==> src/rtl/lgps_pkg.sv <==
package lgps_pkg;

  localparam int LEGS          = 4;
  localparam int MAX_HORIZON   = 64;
  localparam int VAL_W         = 16;
  localparam int CFG_IDX_W     = 3;
  localparam int HOR_W         = 7;
  localparam int STEP_W        = 6;
  // Absolute schedule time reaches 64 * 65535, which needs 22 bits.
  localparam int TACC_W        = 22;
  localparam int DIV_CNT_W     = 5;

  localparam logic [DIV_CNT_W-1:0] DIV_STEPS_MOD  = 5'd22;
  localparam logic [DIV_CNT_W-1:0] DIV_STEPS_FRAC = 5'd16;

  localparam logic [VAL_W-1:0] RST_CYCLE  = 16'd1000;
  localparam logic [VAL_W-1:0] RST_DUTY   = 16'd32768;
  localparam logic [VAL_W-1:0] RST_OFF0   = 16'd0;
  localparam logic [VAL_W-1:0] RST_OFF1   = 16'd32768;
  localparam logic [VAL_W-1:0] RST_OFF2   = 16'd32768;
  localparam logic [VAL_W-1:0] RST_OFF3   = 16'd0;

  typedef enum logic [CFG_IDX_W-1:0] {
    REG_CYCLE = 3'd0,
    REG_DUTY  = 3'd1,
    REG_OFF0  = 3'd2,
    REG_OFF1  = 3'd3,
    REG_OFF2  = 3'd4,
    REG_OFF3  = 3'd5
  } reg_idx_t;

  typedef enum logic [1:0] {
    CMD_ADVANCE  = 2'd0,
    CMD_RESET    = 2'd1,
    CMD_SCHEDULE = 2'd2,
    CMD_NONE     = 2'd3
  } cmd_t;

  typedef enum logic [1:0] {
    DIV_ADV   = 2'd0,
    DIV_MOD   = 2'd1,
    DIV_FRAC  = 2'd2,
    DIV_SWING = 2'd3
  } div_sel_t;

  typedef enum logic [3:0] {
    ST_IDLE,
    ST_ADV_GO,
    ST_ADV_WAIT,
    ST_MOD_GO,
    ST_MOD_WAIT,
    ST_FRAC_GO,
    ST_FRAC_WAIT,
    ST_LEG_SEL,
    ST_SWING_WAIT,
    ST_EMIT
  } state_t;

  typedef struct packed {
    logic     accept;
    logic     div_start;
    logic     div_cap;
    div_sel_t div_sel;
    logic     sw_zero;
    logic     emit;
  } ctrl_cmd_t;

  typedef struct packed {
    logic div_busy;
    logic div_done;
    logic leg_swing;
    logic leg_last;
    logic out_free;
    logic last_step;
  } dp_stat_t;

endpackage

==> src/rtl/lgps_if.sv <==
interface lgps_in_if;
  import lgps_pkg::*;
  logic              valid;
  logic              ready;
  logic [1:0]        command;
  logic [VAL_W-1:0]  time_step;
  logic [HOR_W-1:0]  horizon;
  modport source (output valid, command, time_step, horizon, input ready);
  modport sink   (input valid, command, time_step, horizon, output ready);
endinterface

interface lgps_out_if;
  import lgps_pkg::*;
  logic              valid;
  logic              ready;
  logic [STEP_W-1:0] step_index;
  logic [VAL_W-1:0]  phase_leg0;
  logic [VAL_W-1:0]  phase_leg1;
  logic [VAL_W-1:0]  phase_leg2;
  logic [VAL_W-1:0]  phase_leg3;
  logic [VAL_W-1:0]  swing_leg0;
  logic [VAL_W-1:0]  swing_leg1;
  logic [VAL_W-1:0]  swing_leg2;
  logic [VAL_W-1:0]  swing_leg3;
  logic [LEGS-1:0]   stance_mask;
  logic              last_result;
  modport source (output valid, step_index, phase_leg0, phase_leg1, phase_leg2, phase_leg3,
                  swing_leg0, swing_leg1, swing_leg2, swing_leg3, stance_mask, last_result,
                  input ready);
  modport sink   (input valid, step_index, phase_leg0, phase_leg1, phase_leg2, phase_leg3,
                  swing_leg0, swing_leg1, swing_leg2, swing_leg3, stance_mask, last_result,
                  output ready);
endinterface

==> src/rtl/lgps_div.sv <==
module lgps_div (
  input  logic                              clk,
  input  logic                              rst_n,
  input  logic                              start,
  input  logic [lgps_pkg::VAL_W-1:0]        rem_in,
  input  logic [lgps_pkg::TACC_W-1:0]       num_in,
  input  logic [lgps_pkg::VAL_W:0]          den_in,
  input  logic [lgps_pkg::DIV_CNT_W-1:0]    nbits,
  output logic                              busy,
  output logic                              done,
  output logic [lgps_pkg::VAL_W-1:0]        rem_out,
  output logic [lgps_pkg::VAL_W-1:0]        quo_out
);
  import lgps_pkg::*;

  // Restoring divider, one quotient bit per cycle. The partial remainder
  // starts at rem_in (below the divisor) and takes the bits of num_in MSB first.
  logic [VAL_W-1:0]     rem_r;
  logic [TACC_W-1:0]    num_r;
  logic [VAL_W:0]       den_r;
  logic [VAL_W-1:0]     quo_r;
  logic [DIV_CNT_W-1:0] cnt_r;
  logic                 done_r;
  logic [VAL_W:0]       sh;
  logic                 ge;

  assign sh = {rem_r, num_r[TACC_W-1]};
  assign ge = (sh >= den_r);

  always_ff @(posedge clk) begin
    if (!rst_n) begin
      cnt_r  <= '0;
      done_r <= 1'b0;
    end else begin
      done_r <= (cnt_r == DIV_CNT_W'(1));
      if (start) begin
        cnt_r <= nbits;
      end else if (cnt_r != '0) begin
        cnt_r <= cnt_r - DIV_CNT_W'(1);
      end
    end
  end

  always_ff @(posedge clk) begin
    if (start) begin
      rem_r <= rem_in;
      num_r <= num_in;
      den_r <= den_in;
      quo_r <= '0;
    end else if (cnt_r != '0) begin
      rem_r <= ge ? VAL_W'(sh - den_r) : VAL_W'(sh);
      num_r <= {num_r[TACC_W-2:0], 1'b0};
      quo_r <= {quo_r[VAL_W-2:0], ge};
    end
  end

  assign busy    = (cnt_r != '0);
  assign done    = done_r;
  assign rem_out = rem_r;
  assign quo_out = quo_r;

endmodule

==> src/rtl/lgps_dp.sv <==
module lgps_dp #(
  parameter int MAX_HORIZON = lgps_pkg::MAX_HORIZON
) (
  input  logic                              clk,
  input  logic                              rst_n,
  input  logic                              cfg_we,
  input  logic [lgps_pkg::CFG_IDX_W-1:0]    cfg_index,
  input  logic [lgps_pkg::VAL_W-1:0]        cfg_wdata,
  input  logic [1:0]                        in_command,
  input  logic [lgps_pkg::VAL_W-1:0]        in_time_step,
  input  logic [lgps_pkg::HOR_W-1:0]        in_horizon,
  input  lgps_pkg::ctrl_cmd_t               cmd,
  output lgps_pkg::dp_stat_t                stat,
  input  logic                              out_ready,
  output logic                              out_valid,
  output logic [lgps_pkg::STEP_W-1:0]       out_step_index,
  output logic [lgps_pkg::VAL_W-1:0]        out_phase [lgps_pkg::LEGS],
  output logic [lgps_pkg::VAL_W-1:0]        out_swing [lgps_pkg::LEGS],
  output logic [lgps_pkg::LEGS-1:0]         out_stance_mask,
  output logic                              out_last_result
);
  import lgps_pkg::*;

  logic [VAL_W-1:0]  cycle_r, duty_r;
  logic [VAL_W-1:0]  offset_r [LEGS];
  logic [VAL_W-1:0]  elapsed_r;
  logic [VAL_W-1:0]  dt_r;
  logic [TACC_W-1:0] t_r;
  logic [HOR_W-1:0]  hor_r;
  logic [STEP_W-1:0] j_r;
  logic [VAL_W-1:0]  tmod_r;
  logic [VAL_W-1:0]  frac_r;
  logic [1:0]        leg_r;
  logic [VAL_W-1:0]  swing_r [LEGS];
  logic              out_valid_r;

  logic [VAL_W:0]    eff_c;
  logic [VAL_W-1:0]  ph [LEGS];
  logic [LEGS-1:0]   in_swing;
  logic [HOR_W-1:0]  hor_clamp;

  logic [VAL_W-1:0]     d_rem_in;
  logic [TACC_W-1:0]    d_num_in;
  logic [VAL_W:0]       d_den_in;
  logic [DIV_CNT_W-1:0] d_nbits;
  logic                 d_busy, d_done;
  logic [VAL_W-1:0]     d_rem, d_quo;

  // A cycle length of zero behaves as one.
  assign eff_c = (cycle_r == '0) ? (VAL_W+1)'(1) : {1'b0, cycle_r};

  always_comb begin
    for (int l = 0; l < LEGS; l++) begin
      ph[l]       = offset_r[l] + frac_r;
      in_swing[l] = (ph[l] > duty_r);
    end
  end

  always_comb begin
    if (in_horizon == '0) begin
      hor_clamp = HOR_W'(1);
    end else if (32'(in_horizon) > MAX_HORIZON) begin
      hor_clamp = HOR_W'(MAX_HORIZON);
    end else begin
      hor_clamp = in_horizon;
    end
  end

  always_comb begin
    unique case (cmd.div_sel)
      DIV_ADV: begin
        d_rem_in = '0;
        d_num_in = TACC_W'({1'b0, elapsed_r} + {1'b0, dt_r});
        d_den_in = eff_c;
        d_nbits  = DIV_STEPS_MOD;
      end
      DIV_MOD: begin
        d_rem_in = '0;
        d_num_in = t_r;
        d_den_in = eff_c;
        d_nbits  = DIV_STEPS_MOD;
      end
      DIV_FRAC: begin
        d_rem_in = tmod_r;
        d_num_in = '0;
        d_den_in = eff_c;
        d_nbits  = DIV_STEPS_FRAC;
      end
      default: begin
        d_rem_in = ph[leg_r] - duty_r;
        d_num_in = '0;
        d_den_in = (VAL_W+1)'(1 << VAL_W) - {1'b0, duty_r};
        d_nbits  = DIV_STEPS_FRAC;
      end
    endcase
  end

  lgps_div u_div (
    .clk     (clk),
    .rst_n   (rst_n),
    .start   (cmd.div_start),
    .rem_in  (d_rem_in),
    .num_in  (d_num_in),
    .den_in  (d_den_in),
    .nbits   (d_nbits),
    .busy    (d_busy),
    .done    (d_done),
    .rem_out (d_rem),
    .quo_out (d_quo)
  );

  always_ff @(posedge clk) begin
    if (!rst_n) begin
      cycle_r     <= RST_CYCLE;
      duty_r      <= RST_DUTY;
      offset_r[0] <= RST_OFF0;
      offset_r[1] <= RST_OFF1;
      offset_r[2] <= RST_OFF2;
      offset_r[3] <= RST_OFF3;
    end else if (cfg_we) begin
      unique case (cfg_index)
        REG_CYCLE: cycle_r     <= cfg_wdata;
        REG_DUTY:  duty_r      <= cfg_wdata;
        REG_OFF0:  offset_r[0] <= cfg_wdata;
        REG_OFF1:  offset_r[1] <= cfg_wdata;
        REG_OFF2:  offset_r[2] <= cfg_wdata;
        REG_OFF3:  offset_r[3] <= cfg_wdata;
        default: ;
      endcase
    end
  end

  always_ff @(posedge clk) begin
    if (!rst_n) begin
      elapsed_r   <= '0;
      out_valid_r <= 1'b0;
    end else begin
      if (cmd.accept && in_command == CMD_RESET) begin
        elapsed_r <= '0;
      end else if (cmd.div_cap && cmd.div_sel == DIV_ADV) begin
        elapsed_r <= d_rem;
      end
      if (cmd.emit) begin
        out_valid_r <= 1'b1;
      end else if (out_ready) begin
        out_valid_r <= 1'b0;
      end
    end
  end

  always_ff @(posedge clk) begin
    if (cmd.accept) begin
      dt_r  <= in_time_step;
      j_r   <= '0;
      hor_r <= (in_command == CMD_SCHEDULE) ? hor_clamp : HOR_W'(1);
      t_r   <= (in_command == CMD_RESET) ? '0 : TACC_W'(elapsed_r);
    end else if (cmd.emit) begin
      j_r <= j_r + STEP_W'(1);
      t_r <= t_r + TACC_W'(dt_r);
    end else if (cmd.div_cap && cmd.div_sel == DIV_ADV) begin
      t_r <= TACC_W'(d_rem);
    end
    if (cmd.div_cap && cmd.div_sel == DIV_MOD) begin
      tmod_r <= d_rem;
    end
    if (cmd.div_cap && cmd.div_sel == DIV_FRAC) begin
      frac_r <= d_quo;
      leg_r  <= '0;
    end else if (cmd.div_cap && cmd.div_sel == DIV_SWING) begin
      swing_r[leg_r] <= d_quo;
      leg_r          <= leg_r + 2'd1;
    end else if (cmd.sw_zero) begin
      swing_r[leg_r] <= '0;
      leg_r          <= leg_r + 2'd1;
    end
  end

  always_ff @(posedge clk) begin
    if (cmd.emit) begin
      out_step_index  <= j_r;
      out_stance_mask <= ~in_swing;
      out_last_result <= ({1'b0, j_r} + HOR_W'(1) == hor_r);
      for (int l = 0; l < LEGS; l++) begin
        out_phase[l] <= ph[l];
        out_swing[l] <= swing_r[l];
      end
    end
  end

  assign out_valid       = out_valid_r;
  assign stat.div_busy   = d_busy;
  assign stat.div_done   = d_done;
  assign stat.leg_swing  = in_swing[leg_r];
  assign stat.leg_last   = (leg_r == 2'(LEGS - 1));
  assign stat.out_free   = !out_valid_r || out_ready;
  assign stat.last_step  = ({1'b0, j_r} + HOR_W'(1) == hor_r);

endmodule

==> src/rtl/lgps_ctrl.sv <==
module lgps_ctrl (
  input  logic                 clk,
  input  logic                 rst_n,
  input  logic                 in_valid,
  input  logic [1:0]           in_command,
  output logic                 in_ready,
  input  lgps_pkg::dp_stat_t   stat,
  output lgps_pkg::ctrl_cmd_t  cmd
);
  import lgps_pkg::*;

  state_t state_r, state_nxt;

  always_ff @(posedge clk) begin
    if (!rst_n) begin
      state_r <= ST_IDLE;
    end else begin
      state_r <= state_nxt;
    end
  end

  always_comb begin
    state_nxt     = state_r;
    in_ready      = 1'b0;
    cmd           = '0;
    cmd.div_sel   = DIV_MOD;
    unique case (state_r)
      ST_IDLE: begin
        in_ready   = 1'b1;
        cmd.accept = in_valid;
        if (in_valid) begin
          unique case (in_command)
            CMD_ADVANCE:  state_nxt = ST_ADV_GO;
            CMD_RESET:    state_nxt = ST_MOD_GO;
            CMD_SCHEDULE: state_nxt = ST_MOD_GO;
            default:      state_nxt = ST_IDLE;
          endcase
        end
      end
      ST_ADV_GO: begin
        cmd.div_sel   = DIV_ADV;
        cmd.div_start = 1'b1;
        state_nxt     = ST_ADV_WAIT;
      end
      ST_ADV_WAIT: begin
        cmd.div_sel = DIV_ADV;
        cmd.div_cap = stat.div_done;
        if (stat.div_done) begin
          state_nxt = ST_MOD_GO;
        end
      end
      ST_MOD_GO: begin
        cmd.div_start = 1'b1;
        state_nxt     = ST_MOD_WAIT;
      end
      ST_MOD_WAIT: begin
        cmd.div_cap = stat.div_done;
        if (stat.div_done) begin
          state_nxt = ST_FRAC_GO;
        end
      end
      ST_FRAC_GO: begin
        cmd.div_sel   = DIV_FRAC;
        cmd.div_start = 1'b1;
        state_nxt     = ST_FRAC_WAIT;
      end
      ST_FRAC_WAIT: begin
        cmd.div_sel = DIV_FRAC;
        cmd.div_cap = stat.div_done;
        if (stat.div_done) begin
          state_nxt = ST_LEG_SEL;
        end
      end
      ST_LEG_SEL: begin
        cmd.div_sel = DIV_SWING;
        // A leg in stance needs no division: its swing value is zero.
        if (stat.leg_swing) begin
          cmd.div_start = 1'b1;
          state_nxt     = ST_SWING_WAIT;
        end else begin
          cmd.sw_zero = 1'b1;
          state_nxt   = stat.leg_last ? ST_EMIT : ST_LEG_SEL;
        end
      end
      ST_SWING_WAIT: begin
        cmd.div_sel = DIV_SWING;
        cmd.div_cap = stat.div_done;
        if (stat.div_done) begin
          state_nxt = stat.leg_last ? ST_EMIT : ST_LEG_SEL;
        end
      end
      ST_EMIT: begin
        if (stat.out_free) begin
          cmd.emit  = 1'b1;
          state_nxt = stat.last_step ? ST_IDLE : ST_MOD_GO;
        end
      end
      default: state_nxt = ST_IDLE;
    endcase
  end

endmodule

==> src/rtl/legged_gait_phase_scheduler.sv <==
// Gait phase scheduler for a four-legged walker.
// Input channel in_if carries command, time_step and horizon. Advance adds
// time_step to the elapsed time modulo the cycle length, reset time clears it;
// each gives one result. Schedule gives horizon results (clamped to 1..64)
// for elapsed + j * time_step without changing the elapsed time. Code 3 is
// taken and dropped. Output channel out_if carries per-leg phase and swing in
// Q0.16, the stance mask, step_index and last_result on the final result.
// Configuration: cfg_we writes cfg_wdata into register cfg_index (0 cycle
// length, 1 duty factor, 2..5 leg offsets). The user writes only while the
// block is idle; the block itself does not enforce this.
// All divisions share one restoring divider, one bit per cycle. A result
// divides for time modulo cycle, phase fraction and each swing leg (a stance
// leg skips it), then registers; advance first wraps the elapsed time.
// in_if.ready is high only between items; the next item is taken while the
// last result still waits in the output register. When the receiver stalls,
// the next result is held back until the output register is free.
// Reset restores the register defaults and clears the elapsed time.
module legged_gait_phase_scheduler #(
  parameter int MAX_HORIZON = lgps_pkg::MAX_HORIZON
) (
  input  logic                           clk,
  input  logic                           rst_n,
  lgps_in_if.sink                        in_if,
  lgps_out_if.source                     out_if,
  input  logic                           cfg_we,
  input  logic [lgps_pkg::CFG_IDX_W-1:0] cfg_index,
  input  logic [lgps_pkg::VAL_W-1:0]     cfg_wdata
);
  import lgps_pkg::*;

  ctrl_cmd_t        cmd;
  dp_stat_t         stat;
  logic [VAL_W-1:0] phase [LEGS];
  logic [VAL_W-1:0] swing [LEGS];

  lgps_ctrl u_ctrl (
    .clk        (clk),
    .rst_n      (rst_n),
    .in_valid   (in_if.valid),
    .in_command (in_if.command),
    .in_ready   (in_if.ready),
    .stat       (stat),
    .cmd        (cmd)
  );

  lgps_dp #(.MAX_HORIZON(MAX_HORIZON)) u_dp (
    .clk             (clk),
    .rst_n           (rst_n),
    .cfg_we          (cfg_we),
    .cfg_index       (cfg_index),
    .cfg_wdata       (cfg_wdata),
    .in_command      (in_if.command),
    .in_time_step    (in_if.time_step),
    .in_horizon      (in_if.horizon),
    .cmd             (cmd),
    .stat            (stat),
    .out_ready       (out_if.ready),
    .out_valid       (out_if.valid),
    .out_step_index  (out_if.step_index),
    .out_phase       (phase),
    .out_swing       (swing),
    .out_stance_mask (out_if.stance_mask),
    .out_last_result (out_if.last_result)
  );

  assign out_if.phase_leg0 = phase[0];
  assign out_if.phase_leg1 = phase[1];
  assign out_if.phase_leg2 = phase[2];
  assign out_if.phase_leg3 = phase[3];
  assign out_if.swing_leg0 = swing[0];
  assign out_if.swing_leg1 = swing[1];
  assign out_if.swing_leg2 = swing[2];
  assign out_if.swing_leg3 = swing[3];

`ifndef SYNTHESIS
  a_busy_after_item: assert property (@(posedge clk) disable iff (!rst_n)
    in_if.valid && in_if.ready && in_if.command != CMD_NONE |=> !in_if.ready)
    else $error("scheduler ready right after taking an item");

  a_div_start_idle: assert property (@(posedge clk) disable iff (!rst_n)
    cmd.div_start |-> !stat.div_busy)
    else $error("divider started while busy");

  a_emit_free: assert property (@(posedge clk) disable iff (!rst_n)
    cmd.emit |=> out_if.valid)
    else $error("result not presented after emit");

  a_no_emit_idle: assert property (@(posedge clk) disable iff (!rst_n)
    cmd.emit |-> !in_if.ready)
    else $error("result emitted while idle");
`endif

endmodule
==> src/flat_wrapper.sv <==
// flat-port wrapper written by rule: the top's interface ports become plain ports
module legged_gait_phase_scheduler_flat import lgps_pkg::*;
#(
  parameter int MAX_HORIZON = lgps_pkg::MAX_HORIZON
)
  (clk, rst_n, cfg_we, cfg_index, cfg_wdata, in_if_valid, in_if_command, in_if_time_step, in_if_horizon, in_if_ready, out_if_valid, out_if_step_index, out_if_phase_leg0, out_if_phase_leg1, out_if_phase_leg2, out_if_phase_leg3, out_if_swing_leg0, out_if_swing_leg1, out_if_swing_leg2, out_if_swing_leg3, out_if_stance_mask, out_if_last_result, out_if_ready);
  lgps_in_if in_if_i ();
  lgps_out_if out_if_i ();
  input  logic clk;
  input  logic rst_n;
  input  logic cfg_we;
  input  logic [lgps_pkg::CFG_IDX_W-1:0] cfg_index;
  input  logic [lgps_pkg::VAL_W-1:0] cfg_wdata;
  input wire logic [$bits(in_if_i.valid)-1:0] in_if_valid;
  input wire logic [$bits(in_if_i.command)-1:0] in_if_command;
  input wire logic [$bits(in_if_i.time_step)-1:0] in_if_time_step;
  input wire logic [$bits(in_if_i.horizon)-1:0] in_if_horizon;
  output wire logic [$bits(in_if_i.ready)-1:0] in_if_ready;
  output wire logic [$bits(out_if_i.valid)-1:0] out_if_valid;
  output wire logic [$bits(out_if_i.step_index)-1:0] out_if_step_index;
  output wire logic [$bits(out_if_i.phase_leg0)-1:0] out_if_phase_leg0;
  output wire logic [$bits(out_if_i.phase_leg1)-1:0] out_if_phase_leg1;
  output wire logic [$bits(out_if_i.phase_leg2)-1:0] out_if_phase_leg2;
  output wire logic [$bits(out_if_i.phase_leg3)-1:0] out_if_phase_leg3;
  output wire logic [$bits(out_if_i.swing_leg0)-1:0] out_if_swing_leg0;
  output wire logic [$bits(out_if_i.swing_leg1)-1:0] out_if_swing_leg1;
  output wire logic [$bits(out_if_i.swing_leg2)-1:0] out_if_swing_leg2;
  output wire logic [$bits(out_if_i.swing_leg3)-1:0] out_if_swing_leg3;
  output wire logic [$bits(out_if_i.stance_mask)-1:0] out_if_stance_mask;
  output wire logic [$bits(out_if_i.last_result)-1:0] out_if_last_result;
  input wire logic [$bits(out_if_i.ready)-1:0] out_if_ready;
  assign in_if_i.valid = in_if_valid;
  assign in_if_i.command = in_if_command;
  assign in_if_i.time_step = in_if_time_step;
  assign in_if_i.horizon = in_if_horizon;
  assign in_if_ready = in_if_i.ready;
  assign out_if_valid = out_if_i.valid;
  assign out_if_step_index = out_if_i.step_index;
  assign out_if_phase_leg0 = out_if_i.phase_leg0;
  assign out_if_phase_leg1 = out_if_i.phase_leg1;
  assign out_if_phase_leg2 = out_if_i.phase_leg2;
  assign out_if_phase_leg3 = out_if_i.phase_leg3;
  assign out_if_swing_leg0 = out_if_i.swing_leg0;
  assign out_if_swing_leg1 = out_if_i.swing_leg1;
  assign out_if_swing_leg2 = out_if_i.swing_leg2;
  assign out_if_swing_leg3 = out_if_i.swing_leg3;
  assign out_if_stance_mask = out_if_i.stance_mask;
  assign out_if_last_result = out_if_i.last_result;
  assign out_if_i.ready = out_if_ready;
  legged_gait_phase_scheduler #(.MAX_HORIZON(MAX_HORIZON)) u_core (.clk(clk), .rst_n(rst_n), .in_if(in_if_i), .out_if(out_if_i), .cfg_we(cfg_we), .cfg_index(cfg_index), .cfg_wdata(cfg_wdata));
endmodule
==> config.mk <==
export PLATFORM = sky130hd
export DESIGN_NAME = legged_gait_phase_scheduler_flat
export DESIGN_NICKNAME = d
export VERILOG_FILES = /design/src/rtl/lgps_pkg.sv /design/src/rtl/lgps_if.sv /design/src/rtl/lgps_div.sv /design/src/rtl/lgps_dp.sv /design/src/rtl/lgps_ctrl.sv /design/src/rtl/legged_gait_phase_scheduler.sv /design/src/flat_wrapper.sv
export SDC_FILE = /design/constraint.sdc
export NUM_CORES = 1
export LEC_CHECK = 0
export ABC_AREA = 0
export ABC_CLOCK_PERIOD_IN_PS = 5600
export BUFFER_PORTS_ARGS = -buffer_cell sky130_fd_sc_hd__buf_2
export CAP_MARGIN = 20
export CORE_ASPECT_RATIO = 0.5
export CORE_MARGIN = 2
export CORE_UTILIZATION = 40
export DETAILED_ROUTE_END_ITERATION = 10
export HOLD_SLACK_MARGIN = 0.15
export PLACE_DENSITY_LB_ADDON = 0.12
export SYNTH_ARGS = -nofsm -noshare
export SYNTH_HDL_FRONTEND = slang
export SYNTH_SLANG_ARGS = --single-unit
==> constraint.sdc <==
create_clock -name clk -period 5.6 [get_ports clk]
set_input_delay 0.28 -clock clk [delete_from_list [all_inputs] [get_ports clk]]
set_output_delay 0.28 -clock clk [all_outputs]
set_load 0.02 [all_outputs]
; ---- Word level (Yosys, flattened, before mapping)
; Memories as Yosys holds them, arrays and structs flattened. A register that Yosys moved wholly into a read port is not among the register bits.
; Index checks and enable logic that the tools add are counted.
[op_classes]
add_sub_neg = 13
n_lt_le_gt_ge = 8
eq_ne = 28
mux = 76
bitwise = 9
reduce_logical = 32
[ops]
columns = operator, n
row1 = two-way mux 16 bit, 12
row2 = two-way mux 22 bit, 5
row3 = adder 16 bit, 4
row4 = greater-than comparator 16 bit, 4
row5 = case mux 22 bit (2 select lines), 1
row6 = case mux 4 bit (10 select lines), 1
row7 = two-way mux 1 bit, 35
row8 = binary-select mux 16 bit (select 2 bit), 1
row9 = two-way mux 4 bit, 8
row10 = case mux 16 bit (2 select lines), 1
row11 = subtractor 16 bit, 2
row12 = adder 22 x 16 -> 22 bit, 1
row13 = adder 16 x 16 -> 17 bit, 1
row14 = greater-or-equal comparator 17 bit, 1
row15 = two-way mux 17 bit, 1
row16 = "subtractor 17 x 16 -> 17 bit, first input constant", 1
row17 = "== test 4 x 3 -> 1 bit, second input constant", 4
row18 = logical NOT 16 bit, 1
row19 = OR reduction 2 bit, 7
row20 = two-way mux 5 bit, 2
row21 = "inequality test 2 bit, second input constant", 5
row22 = OR reduction 3 bit, 3
row23 = "== test 2 bit, second input constant", 4
row24 = "== test 4 x 2 -> 1 bit, second input constant", 2
row25 = other kinds (40), 59
[totals]
regBits = 290
mem_bits_rw = 128
output_inout_bits = 141
word_cells = 194
memories = 2
[mem_list]
columns = name, words, word_bits, rd, rd_ports_with_merged_regs, wr, line_no
row1 = u_core.u_dp.offset_r, 4, 16, 4, 0, 4, lgps_dp.sv:25  ; logic [VAL_W-1:0] offset_r [LEGS];
row2 = u_core.u_dp.swing_r, 4, 16, 4, 4, 1, lgps_dp.sv:34  ; logic [VAL_W-1:0] swing_r [LEGS];

; ---- Logic depth before layout (Yosys ltp)
; Gate-level depths: netlist (run 1).
; An unclocked memory read counts as a cell.
[depth]
depth_word = 12
mapped_depth = 24
depth_no_buf = 24

; ---- Hierarchy
; Synthesis (run 1) repeated with hierarchy kept, for this count alone.
[unflattened]
hier_cells = 2290
hier_area_um2 = 25841.0
[by_module_without_submodules]
columns = module, instances, cells_each, area_each_um2
row1 = lgps_dp, 1, 1828, 21207.8
row2 = lgps_div, 1, 393, 4112.7
row3 = lgps_ctrl, 1, 69, 520.5

; ---- Least setup slack after synthesis (run 1)
; No wires, ideal clock.
[synth_timing]
kind = register -> register
from = register u_core.u_ctrl.state_r[0]
to = register u_core.u_dp.t_r[0], enable pin
setup_ns = 0.379
arrival_time_ns = 5.371
required_time_ns = 5.221
path_slack_ns = -0.150
stages_incl_launch_ff = 8
path_buffers = 3
period_less_slack_ns = 5.750
cell_sequence = dfxtp_1 > clkbuf_1 > clkbuf_1 > nand4_1 > inv_1 > nor2_1 > clkbuf_1 > nand2_1
[synth_rtl]
columns = element, line_no
row1 = start: declaration, lgps_ctrl.sv:12  ; state_t state_r, state_nxt;
row2 = start signal: assignment, lgps_ctrl.sv:18  ; state_r <= state_nxt;
row3 = end signal: assignment, lgps_dp.sv:156  ; t_r <= (in_command == CMD_RESET) ? '0 : TACC_W'(elapsed_r);
row4 = end signal: assignment, lgps_dp.sv:159  ; t_r <= t_r + TACC_W'(dt_r);
row5 = end signal: assignment, lgps_dp.sv:161  ; t_r <= TACC_W'(d_rem);
row6 = end: declaration, lgps_dp.sv:28  ; logic [TACC_W-1:0] t_r;

==> results of run 1 <==
[flip-flops by register name (all words and copies together) (netlist names), 4 cells and up]
register and count:
out_if_swing_leg0 16, out_if_swing_leg1 16, out_if_swing_leg2 16, out_if_swing_leg3 15, u_core.u_ctrl.state_r 4, u_core.u_dp.cycle_r 16
u_core.u_dp.dt_r 16, u_core.u_dp.duty_r 16, u_core.u_dp.elapsed_r 16, u_core.u_dp.frac_r 16, u_core.u_dp.hor_r 7, u_core.u_dp.j_r 6
u_core.u_dp.offset_r 64, u_core.u_dp.out_phase 64, u_core.u_dp.out_stance_mask 4, u_core.u_dp.out_step_index 6, u_core.u_dp.swing_r 64, u_core.u_dp.t_r 22
u_core.u_dp.tmod_r 16, u_core.u_dp.u_div.cnt_r 5, u_core.u_dp.u_div.den_r 17, u_core.u_dp.u_div.num_r 22, u_core.u_dp.u_div.quo_out 16, u_core.u_dp.u_div.rem_out 16
[worst min-delay path, cell delays in order]
cell and delay [ns]:
buf_2 0.11, nand3b_1 0.17, or3_1 0.13
[power groups by stage]
| stage | Clock, mW | Sequential, mW | Combinational [mW] |
|---|---|---|---|
| after global routing | 3.48 | 5.22 | 5.20 |
| after global placement | 0 | 5.23 | 4.56 |
| final | 3.27 | 5.16 | 4.66 |
| after CTS | 3.35 | 5.16 | 4.66 |
| after floorplan | 0 | 5.07 | 3.34 |
| after detailed placement | 0 | 5.23 | 4.61 |
[worst max path at each step]
stage / endpoint / slack (ns) / cells after the start
floorplan: u_core.u_dp.u_div.cnt_r[2]$_SDFFE_PN0P_ / 0.05 / 21
global placement: u_core.u_dp.swing_r[1][10]$_DFFE_PP_ / 0.18 / 21
detailed placement: u_core.u_dp.swing_r[1][9]$_DFFE_PP_ / 0.12 / 21
CTS: u_core.u_dp.swing_r[1][7]$_DFFE_PP_ / 0.11 / 21
global route: u_core.u_dp.u_div.rem_out[4]$_DFFE_PP_ / 0.01 / 23
finish: u_core.u_dp.swing_r[0][8]$_DFFE_PP_ / 0.29 / 22
[Yosys cell counts, types with 52 or more instances]
library cell / instances / share of area
a21o_1: 54 / 0.016
a21oi_1: 159 / 0.032
and2_1: 94 / 0.024
clkbuf_1: 52 / 0.0078
dfxtp_1: 83 / 0.067
edfxtp_1: 399 / 0.48
ha_1: 200 / 0.10
inv_1: 90 / 0.014
nand2_1: 265 / 0.040
nor2_1: 95 / 0.014
o21ai_0: 73 / 0.015
xnor2_1: 92 / 0.032
[routing by layer]
metal / vias to the layer above / wire, um / track usage
li1: 8580 / - / -
met1: 8655 / 32600 / 0.311
met2: 450 / 31700 / 0.341
met3: 101 / 4690 / 0.0433
met4: 0 / 1590 / 0.0529
met5: - / 0 / 0
[cells by family (layout without fill, tap and decap cells)]
| family | count (synthesis) | after routing | share of synthesized area |
|---|---|---|---|
| fa+ha+maj | 208 | 208 | 0.107 |
| buf+inv | 154 | 470 | 0.0242 |
| flops | 482 | 482 | 0.546 |
| mux | 21 | 21 | 0.0153 |
| xor+xnor | 141 | 141 | 0.0495 |
| compound gates | 498 | 498 | 0.130 |
| simple gates | 664 | 664 | 0.128 |
[layout make-up]
| cell class | instances | share of cell area |
|---|---|---|
| sequential | 482 | 0.466 |
| multi-input combinational | 1532 | 0.368 |
| timing repair buffer | 289 | 0.0645 |
| clock buffer | 68 | 0.0478 |
| tap | 825 | 0.0352 |
| inverter | 93 | 0.0121 |
| clock inverter | 20 | 0.00645 |
[per-stage QoR]
step | utilization | instance area (um^2)
after floorplan | - | 25000
after global placement | 0.442 | 27100
after detailed placement | 0.442 | 27200
after CTS | 0.476 | 29200
after global routing | 0.477 | 29300
final | 0.477 | 29300
[what timing repair did]
item,4_1_cts,5_1_grt
endpoints found under the setup margin,0,182
hold buffers,47,0
buffers inserted,0,4
endpoints found under the hold margin,106,0
resized for setup,0,12
==> run_results.csv, run 1 <==
group,metric,value,unit
floorplan,start_util,0.407,
critical_path,r2r_cells,22,
synth,ys_ff_latch,482,
critical_path,crit_path_end_kind,"flip-flop",
drt,avgRoutedWirePerCell,21.4,um
power,p_int,8.30,mW
drt,first_iter_violations,1346,
placed_design,io_buffers,189,
floorplan,die_width,357,um
clock_network,clockRootBuffer,"clkbuf_16",
power,vdd_drop_max,0.262,mV
finish,final_common_cell,"edfxtp_1",
critical_path,reg2reg_from,"u_core.u_dp.frac_r[1]$_DFFE_PP_",
drt,wirelength,70.7,mm
power,clkPwrFrac,0.250,
timing,fmax,0.188,GHz
synth,synth_nets,2425,
timing,slew_violations,0,
drt,drc,0,
critical_path,critPathRequiredTime,5.90,ns
clock_network,clkLatencyLatePin,0.61,ns
timing,fin_ws,0.286,ns
placed_design,dpl.hpwl,52.1,mm
finish,drive_gt1_frac,0.153,
finish,register_area,0.0136,mm^2
critical_path,critPathMaxStageDelay,0.49,ns
clock_network,cts_buffers,47,
global_route,grt_max_degree,72,
critical_path,path_class,"flip-flop to flip-flop",
timing,tns,0,ns
placed_design,place_ws,0.117,ns
power,power_density,447,mW/mm^2
drt,antenna_left,0,
critical_path,crit_chain,"buf_4 -> ha_1 -> a211oi_1 -> nor2_1 -> o41ai_2 -> buf_4 -> o31ai_1 -> a21o_1 -> a21oi_1 -> xnor2_1 -> ha_1 -> a21o_1 -> a21o_1 -> a21oi_1 -> o211ai_1 -> o21ai_0 -> mux2_2 -> o211ai_1 -> a21oi_2 -> buf_4 -> and2_4 -> buf_12",
critical_path,worst_r2r_endpoint,"u_core.u_dp.swing_r[0][8]$_DFFE_PP_",
timing,hold_ws,0.190,ns
timing,slew_headroom,0.218,
finish,nNetsFinal,2702,
finish,multiInputGateArea,0.0108,mm^2
clock_network,cts_tree,"built",
synth,syn_avg_cell_area,11.5,um^2
critical_path,worst-path-buf-inv,4,
power,p_leak,11.5,nW
timing,hold_viol_final,0,
synth,async_flop_share,0,
synth,ys.flop_type,"edfxtp_1",
power,p_sw_frac,0.366,
global_route,grt_pass1_vias,17272,
clock_network,cts_max_path_buffers,3,
critical_path,crit_family,"compound AO/OA/AOI/OAI gates",
synth,yosys.cell_types.count,93,
critical_path,cp_max_fo,16,
timing,worstMarginPinSlew,1.17,ns
power,switchingPower,4.78,mW
synth,synthesis.instances,2168,
floorplan,row_count,64,
critical_path,start_kind,"flip-flop",
global_route,grt_usage,0.218,
global_route,grt-ovfl-total,0,
synth,yosysWarnings,0,
synth,netlist_area,0.0250,mm^2
timing,period_needed,5.31,ns
drt,vias,17786,
placed_design,place.gp.congestion,0.885,
global_route,antenna_found_initial,1,
clock_network,cts.sinks,482,
critical_path,worst_path_max_delay_cell,"o31ai_1",
synth,synth-edff-count,399,
finish,antennaDiodeCount,0,
timing,rsz0062_at_grt,"false",
global_route,grt_pass1_wl,106,mm
drt,drt-vias-per-instance,5.38,
clock_network,clkSlewWorstSetupHoldPaths,0.07,ns
finish,syn_to_final_growth,17.3,%
hold_path,hold_path_depth,3,
floorplan,dieArea,0.0646,mm^2
floorplan,pin_count,190,
clock_network,cts_max_level,2,
power,power_frac_comb,0.356,
power,power,13.1,mW
run,drv_cap,0,
finish,layout_common_cells,"edfxtp_1, nand2_1, ha_1",
critical_path,r2r_setup_slack,0.29,ns
timing,timing.final.crit_share,0.949,
placed_design,placed_cells,3170,
critical_path,critPathLaunch,"u_core.u_dp.frac_r[1]$_DFFE_PP_",
drt,drt_pre_antenna_iters,5,
hold_path,hold_end,"u_core.u_dp.offset_r[1][15]$_SDFFCE_PN1P_",
synth,ys_seq_area_frac,0.546,
floorplan,fp.dieH,181,um
hold_path,holdCritStartpoint,"cfg_we",
floorplan,core_area,0.0614,mm^2
finish,final_cell_count_no_fill,3309,
timing,setup_viol,0,
hold_path,hold_class,"primary input to flip-flop",
finish,fillers,5582,
power,seq_power_share,0.394,
timing,skew,0.0302,ns
critical_path,worstPathArrival,5.61,ns
outcome,status,"completed",
Power figures use the tool's default switching activity.
==> run 2: changes to the inputs <==
Settings changed: PLACE_DENSITY_LB_ADDON 0.12 to 0.08.
==> run 2 against run 1 <==
Net effect:
- global-route usage is 0.17 points higher
- highest routed layer unchanged
- clock power is 2% lower
- utilization is 0.18 points lower
- sequential cell count stayed put
- largest power group unchanged
- critical path type unchanged
- sequential power hardly changed
- largest cell class unchanged
==> run_results.csv, run 2 (same netlist as run 1, synthesis figures left out) <==
group,metric,value,unit
power,switchingPower,4.89,mW
power,p_leak,11.4,nW
critical_path,critPathRequiredTime,6.04,ns
placed_design,dpl.hpwl,52.6,mm
critical_path,r2r_setup_slack,0.24,ns
finish,multiInputGateArea,0.0108,mm^2
finish,register_area,0.0136,mm^2
timing,worstMarginPinSlew,1.03,ns
power,p_sw_frac,0.372,
outcome,status,"completed",
timing,slew_violations,0,
power,power_density,450,mW/mm^2
global_route,antenna_found_initial,2,
floorplan,start_util,0.407,
critical_path,cp_max_fo,17,
global_route,grt_pass1_wl,106,mm
finish,drive_gt1_frac,0.149,
drt,antenna_left,0,
power,p_int,8.25,mW
clock_network,cts_tree,"built",
timing,skew,0.0309,ns
clock_network,clkSlewWorstSetupHoldPaths,0.06,ns
power,vdd_drop_max,0.246,mV
power,clkPwrFrac,0.243,
drt,drt-vias-per-instance,5.34,
floorplan,core_area,0.0614,mm^2
critical_path,worst_path_max_delay_cell,"edfxtp_1",
clock_network,cts_max_level,2,
finish,nNetsFinal,2696,
critical_path,worstPathArrival,5.80,ns
global_route,grt-ovfl-total,0,
timing,fin_ws,0.239,ns
clock_network,cts_max_path_buffers,3,
floorplan,pin_count,190,
placed_design,place.gp.congestion,0.963,
run,drv_cap,0,
power,power_frac_comb,0.365,
clock_network,clkLatencyLatePin,0.61,ns
placed_design,placed_cells,3172,
critical_path,r2r_cells,23,
clock_network,cts_buffers,46,
finish,fillers,5631,
hold_path,hold_path_depth,4,
critical_path,crit_chain,"buf_4 -> ha_1 -> a211oi_1 -> nor2_1 -> o41ai_2 -> buf_4 -> o31ai_2 -> a211o_1 -> a21oi_1 -> xnor2_1 -> inv_1 -> ha_1 -> nand4_1 -> nor3_1 -> a32oi_1 -> o21ai_0 -> buf_4 -> mux2_2 -> o211ai_1 -> buf_4 -> nand2_1 -> a31oi_1 -> nor2_1",
critical_path,worst-path-stages,23,
timing,slew_headroom,0.316,
power,seq_power_share,0.393,
timing,fmax,0.187,GHz
timing,setup_viol,0,
critical_path,crit_path_end_kind,"flip-flop",
placed_design,io_buffers,189,
global_route,busiest_layer,"met2",
critical_path,critPathMaxStageDelay,0.42,ns
timing,tns,0,ns
timing,period_needed,5.36,ns
power,power,13.1,mW
finish,layout_common_cells,"edfxtp_1, nand2_1, ha_1",
clock_network,clockRootBuffer,"clkbuf_16",
global_route,grt_use_met3,0.0433,
floorplan,dieArea,0.0646,mm^2
drt,drc,0,
critical_path,crit_family,"compound AO/OA/AOI/OAI gates",
drt,wirelength,71.1,mm
floorplan,die_width,357,um
timing,hold_ws,0.210,ns
critical_path,start_kind,"flip-flop",
clock_network,post_cts_buffers,0,
floorplan,fp.dieH,181,um
hold_path,hold_class,"primary input to flip-flop",
drt,first_iter_violations,1561,
drt,drt_pre_antenna_iters,5,
finish,final_common_cell,"edfxtp_1",
timing,timing.final.crit_share,0.957,
timing,hold_viol_final,0,
finish,final_cell_count_no_fill,3306,
critical_path,worst-path-buf-inv,5,
global_route,met1_usage,0.306,
critical_path,path_class,"flip-flop to flip-flop",
finish,syn_to_final_growth,16.8,%
floorplan,row_count,64,
placed_design,place_ws,0.139,ns
global_route,grt_usage,0.220,
critical_path,path_common_cell,"buf_4",
drt,avgRoutedWirePerCell,21.5,um
global_route,grt_max_degree,73,
global_route,grtUsageMet2,0.351,
finish,reg_top3,"u_core.u_dp.offset_r: 64 flops, u_core.u_dp.out_phase: 64 flops, u_core.u_dp.swing_r: 64 flops",
global_route,grt_pass1_vias,17456,
drt,vias,17648,
clock_network,cts.sinks,482,
## run 2: worst reg2reg max path: stages, from the launching register on
cell	delay, ns
edfxtp_1	0.42
buf_4	0.19
ha_1	0.31
a211oi_1	0.33
nor2_1	0.15
o41ai_2	0.23
buf_4	0.20
o31ai_2	0.12
a211o_1	0.29
a21oi_1	0.34
xnor2_1	0.20
inv_1	0.09
ha_1	0.31
nand4_1	0.19
nor3_1	0.09
a32oi_1	0.19
o21ai_0	0.10
buf_4	0.16
mux2_2	0.27
o211ai_1	0.25
buf_4	0.28
nand2_1	0.20
a31oi_1	0.22
nor2_1	0.05
## run 2: power groups by stage
stage	sequential [mW]	clock, mW	combinational [mW]
finish	5.16	3.19	4.79
global route	5.21	3.41	5.32
CTS	5.16	3.28	4.77
detailed placement	5.23	0	4.71
global placement	5.24	0	4.68
floorplan	5.07	0	3.34
## run 2: final timing paths
kind | from | end
setup / recovery | u_core.u_dp.frac_r[1]$_DFFE_PP_ | u_core.u_ctrl.state_r[0]$_SDFFE_PN0P_
hold reg to reg | u_core.u_dp.swing_r[1][14]$_DFFE_PP_ | out_if_swing_leg1[14]$_DFFE_PP_
setup reg to reg | u_core.u_dp.frac_r[1]$_DFFE_PP_ | u_core.u_ctrl.state_r[0]$_SDFFE_PN0P_
hold / removal | in_if_valid | u_core.u_dp.j_r[1]$_SDFFE_PP0P_
## run 2: metal layers
metal  vias to the layer above  wire length, um
li1                       8564                -
met1                      8550            32900
met2                       440            32100
met3                        94             4570
met4                         0             1630
met5                         -                0
## run 2: final cells by class
cell class,instances,share of cell area
antenna,4,0.000343
clock buffer,64,0.0431
clock inverter,22,0.00823
inverter,93,0.0121
multi-input combinational,1532,0.370
sequential,482,0.468
tap,825,0.0354
timing repair buffer,284,0.0634
## run 2: timing repair
action / in CTS / in global routing
hold buffers: 43 / 0
endpoints found under the hold margin: 108 / 0
setup endpoints to repair: 0 / 229
gates resized for setup: 0 / 10
## run 2: through the flow
step / cell area [um^2] / utilization
3_5_place_dp: 27200 / 0.442
6_report: 29200 / 0.475
2_1_floorplan: 25000 / -
5_1_grt: 29200 / 0.475
4_1_cts: 29100 / 0.474
3_3_place_gp: 27100 / 0.442
==> run 3: changes to the inputs <==
Settings changed: ABC_AREA 0 to 1, CAP_MARGIN 20 to 10.
==> run 3 against run 2 <==
Net effect:
- non-clock buffer count is 35 lower
- synthesized cell count increased by 23%
- cell area rose by 1.6%
- total power is 7.2% lower
- critical endpoint is now u_core.u_dp.u_div.quo_out[4]$_SDFFE_PP0P_
- largest power group unchanged
==> run_results.csv, run 3 <==
group,metric,value,unit
clock_network,clkSlewWorstSetupHoldPaths,0.07,ns
finish,final_common_cell,"nand2_1",
power,power_frac_comb,0.327,
floorplan,start_util,0.407,
finish,layout_common_cells,"nand2_1, edfxtp_1, inv_1",
synth,yosysMostFrequentCell,"nand2_1",
floorplan,fp.dieH,184,um
global_route,grt_max_degree,86,
synth,yosysWarnings,0,
timing,worstMarginPinSlew,1.15,ns
power,power,12.2,mW
critical_path,crit_path_end_kind,"flip-flop",
critical_path,worst-path-stages,23,
finish,fillers,6013,
synth,netlist_area,0.0258,mm^2
placed_design,place_ws,0.670,ns
synth,ys_seq_area_frac,0.528,
drt,wirelength,76.0,mm
global_route,grt_pass1_wl,114,mm
drt,avgRoutedWirePerCell,20.2,um
synth,yosys.cell_types.count,62,
power,switchingPower,4.53,mW
power,power_density,412,mW/mm^2
timing,fmax,0.203,GHz
power,vdd_drop_max,0.244,mV
drt,antenna_left,0,
critical_path,crit_chain,"ha_1 -> fa_1 -> nand3_1 -> nand2_1 -> nand2_1 -> nand2_1 -> nand3_1 -> nand2_1 -> a31oi_1 -> xor2_1 -> ha_1 -> nand2_1 -> nor3_1 -> nand3_1 -> nand3_1 -> nand3_1 -> nand2_2 -> inv_2 -> nand2_4 -> nand2_8 -> inv_8 -> nand2_4 -> o22ai_1",
synth,async_flop_share,0,
power,p_int,7.67,mW
placed_design,place.gp.congestion,0.902,
floorplan,die_width,363,um
clock_network,cts_max_level,2,
finish,syn_to_final_growth,14.8,%
synth,synthTopCellsByArea,"edfxtp_1, ha_1, nand2_1",
power,p_sw_frac,0.371,
critical_path,cp_max_fo,71,
synth,synthesis.instances,2656,
synth,yosysTopAreaCellShare,0.464,
clock_network,cts_buffers,47,
synth,synth_common_cells,"nand2_1, edfxtp_1, inv_1",
critical_path,path_class,"flip-flop to flip-flop",
critical_path,start_kind,"flip-flop",
power,seq_power_share,0.405,
synth,synth-edff-count,399,
finish,final_cell_count_no_fill,3772,
hold_path,hold_class,"primary input to flip-flop",
timing,skew,0.0200,ns
finish,nNetsFinal,3153,
placed_design,dpl.hpwl,57.2,mm
synth,synth_top_area_cell,"edfxtp_1",
placed_design,io_buffers,189,
synth,syn_avg_cell_area,9.72,um^2
clock_network,clkLatencyLatePin,0.59,ns
critical_path,crit_family,"simple AND/OR/NAND/NOR gates",
outcome,status,"completed",
floorplan,row_count,65,
drt,drt_pre_antenna_iters,5,
synth,synth_nets,2913,
synth,ys_ff_latch,482,
critical_path,r2r_cells,23,
critical_path,worst-path-buf-inv,2,
floorplan,core_area,0.0634,mm^2
run,drv_cap,0,
timing,setup_viol,0,
clock_network,cts_tree,"built",
power,clkPwrFrac,0.268,
timing,fin_ws,0.668,ns
finish,post-route-util,0.467,
critical_path,worstPathArrival,5.43,ns
clock_network,postCtsResizedCells,0,
global_route,grt_usage,0.225,
clock_network,cts_max_path_buffers,3,
finish,reg_top3,"u_core.u_dp.offset_r: 64 flops, u_core.u_dp.out_phase: 64 flops, u_core.u_dp.swing_r: 64 flops",
drt,vias,19847,
floorplan,dieArea,0.0667,mm^2
global_route,antenna_found_initial,1,
power,p_leak,12.5,nW
drt,drt-vias-per-instance,5.26,
synth,ys.flop_type,"edfxtp_1",
finish,drive_gt1_frac,0.122,
placed_design,placed_cells,3643,
timing,timing.final.crit_share,0.881,
finish,antennaDiodeCount,0,
timing,hold_viol_final,0,
drt,first_iter_violations,1618,
timing,period_needed,4.93,ns
critical_path,critPathRequiredTime,6.10,ns
drt,drc,0,
timing,rsz0062_at_grt,"false",
global_route,grt_pass1_vias,19032,
hold_path,hold_path_depth,4,
timing,slew_violations,0,
critical_path,critPathMaxStageDelay,0.47,ns
floorplan,pin_count,190,
timing,slew_headroom,0.232,
critical_path,worst_path_max_delay_cell,"edfxtp_1",
clock_network,cts.sinks,482,
timing,tns,0,ns
clock_network,clockRootBuffer,"clkbuf_16",
global_route,grt-ovfl-total,0,
-- run 3: cell families (layout without fill, tap and decap cells) --
family / Yosys count / count (layout) / share of synthesized area
AND/OR/NAND/NOR: 986 / 986 / 0.162
AO/OA/AOI/OAI: 521 / 521 / 0.120
flip-flops: 482 / 482 / 0.528
buffers and inverters: 376 / 655 / 0.0585
adder cells (fa/ha/maj): 208 / 208 / 0.103
XOR/XNOR: 83 / 83 / 0.0282
-- run 3: power by group through the flow --
stage,Clock [mW],Sequential (mW),Combinational [mW]
global route,3.49,4.99,4.50
floorplan,0,4.83,2.94
finish,3.27,4.94,3.99
detailed placement,0,5.00,3.96
CTS,3.34,4.94,4.00
global placement,0,5.01,3.92
-- run 3: layout make-up --
type                    instances  area [um^2]  share of cell area
clock buffers                  56         1240              0.0419
clock inverters                32          298              0.0100
inverters                     318         1210              0.0407
multi-input cells            1798        10700               0.360
flip-flops and latches        482        13600               0.460
well taps                     837         1050              0.0353
repair buffers                249         1520              0.0514
-- run 3: repair_timing --
action | CTS | global route
hold buffers | 41 | 0
endpoints found under the setup margin | 0 | 0
setup buffers | 0 | 0
endpoints found under the hold margin | 52 | 0
-- run 3: layer usage --
layer | track usage | up-vias | routed length, um
li1 | - | 9681 | -
met1 | 0.325 | 9533 | 36100
met2 | 0.355 | 522 | 33700
met3 | 0.0367 | 111 | 4580
met4 | 0.0538 | 0 | 1690
met5 | 0 | - | 0
-- run 3: worst paths after layout --
kind                            slack, ns                                start                                   endpoint
worst max-delay path                 0.67      u_core.u_dp.frac_r[0]$_DFFE_PP_  u_core.u_dp.u_div.quo_out[4]$_SDFFE_PP0P_
worst min-delay path                 0.20                         cfg_index[1]  u_core.u_dp.offset_r[1][15]$_SDFFCE_PN1P_
worst max register to register       0.67      u_core.u_dp.frac_r[0]$_DFFE_PP_  u_core.u_dp.u_div.quo_out[4]$_SDFFE_PP0P_
worst min register to register       0.41  u_core.u_dp.swing_r[0][2]$_DFFE_PP_             out_if_swing_leg0[2]$_DFFE_PP_
-- run 3: metrics by stage --
| step | hold WS (ns) | area, um^2 |
|---|---|---|
| global route | 0.208 | 29600 |
| CTS | 0.157 | 29600 |
| detailed placement | 0.405 | 27700 |
| finish | 0.197 | 29600 |
| global placement | 0.402 | 27700 |
| floorplan | 0.379 | 25800 |
-- run 3: worst min-delay path, cell delays in order --
cell and delay [ns]:
buf_2 0.13, nand3_1 0.14, nor2_1 0.08, nand2_1 0.05
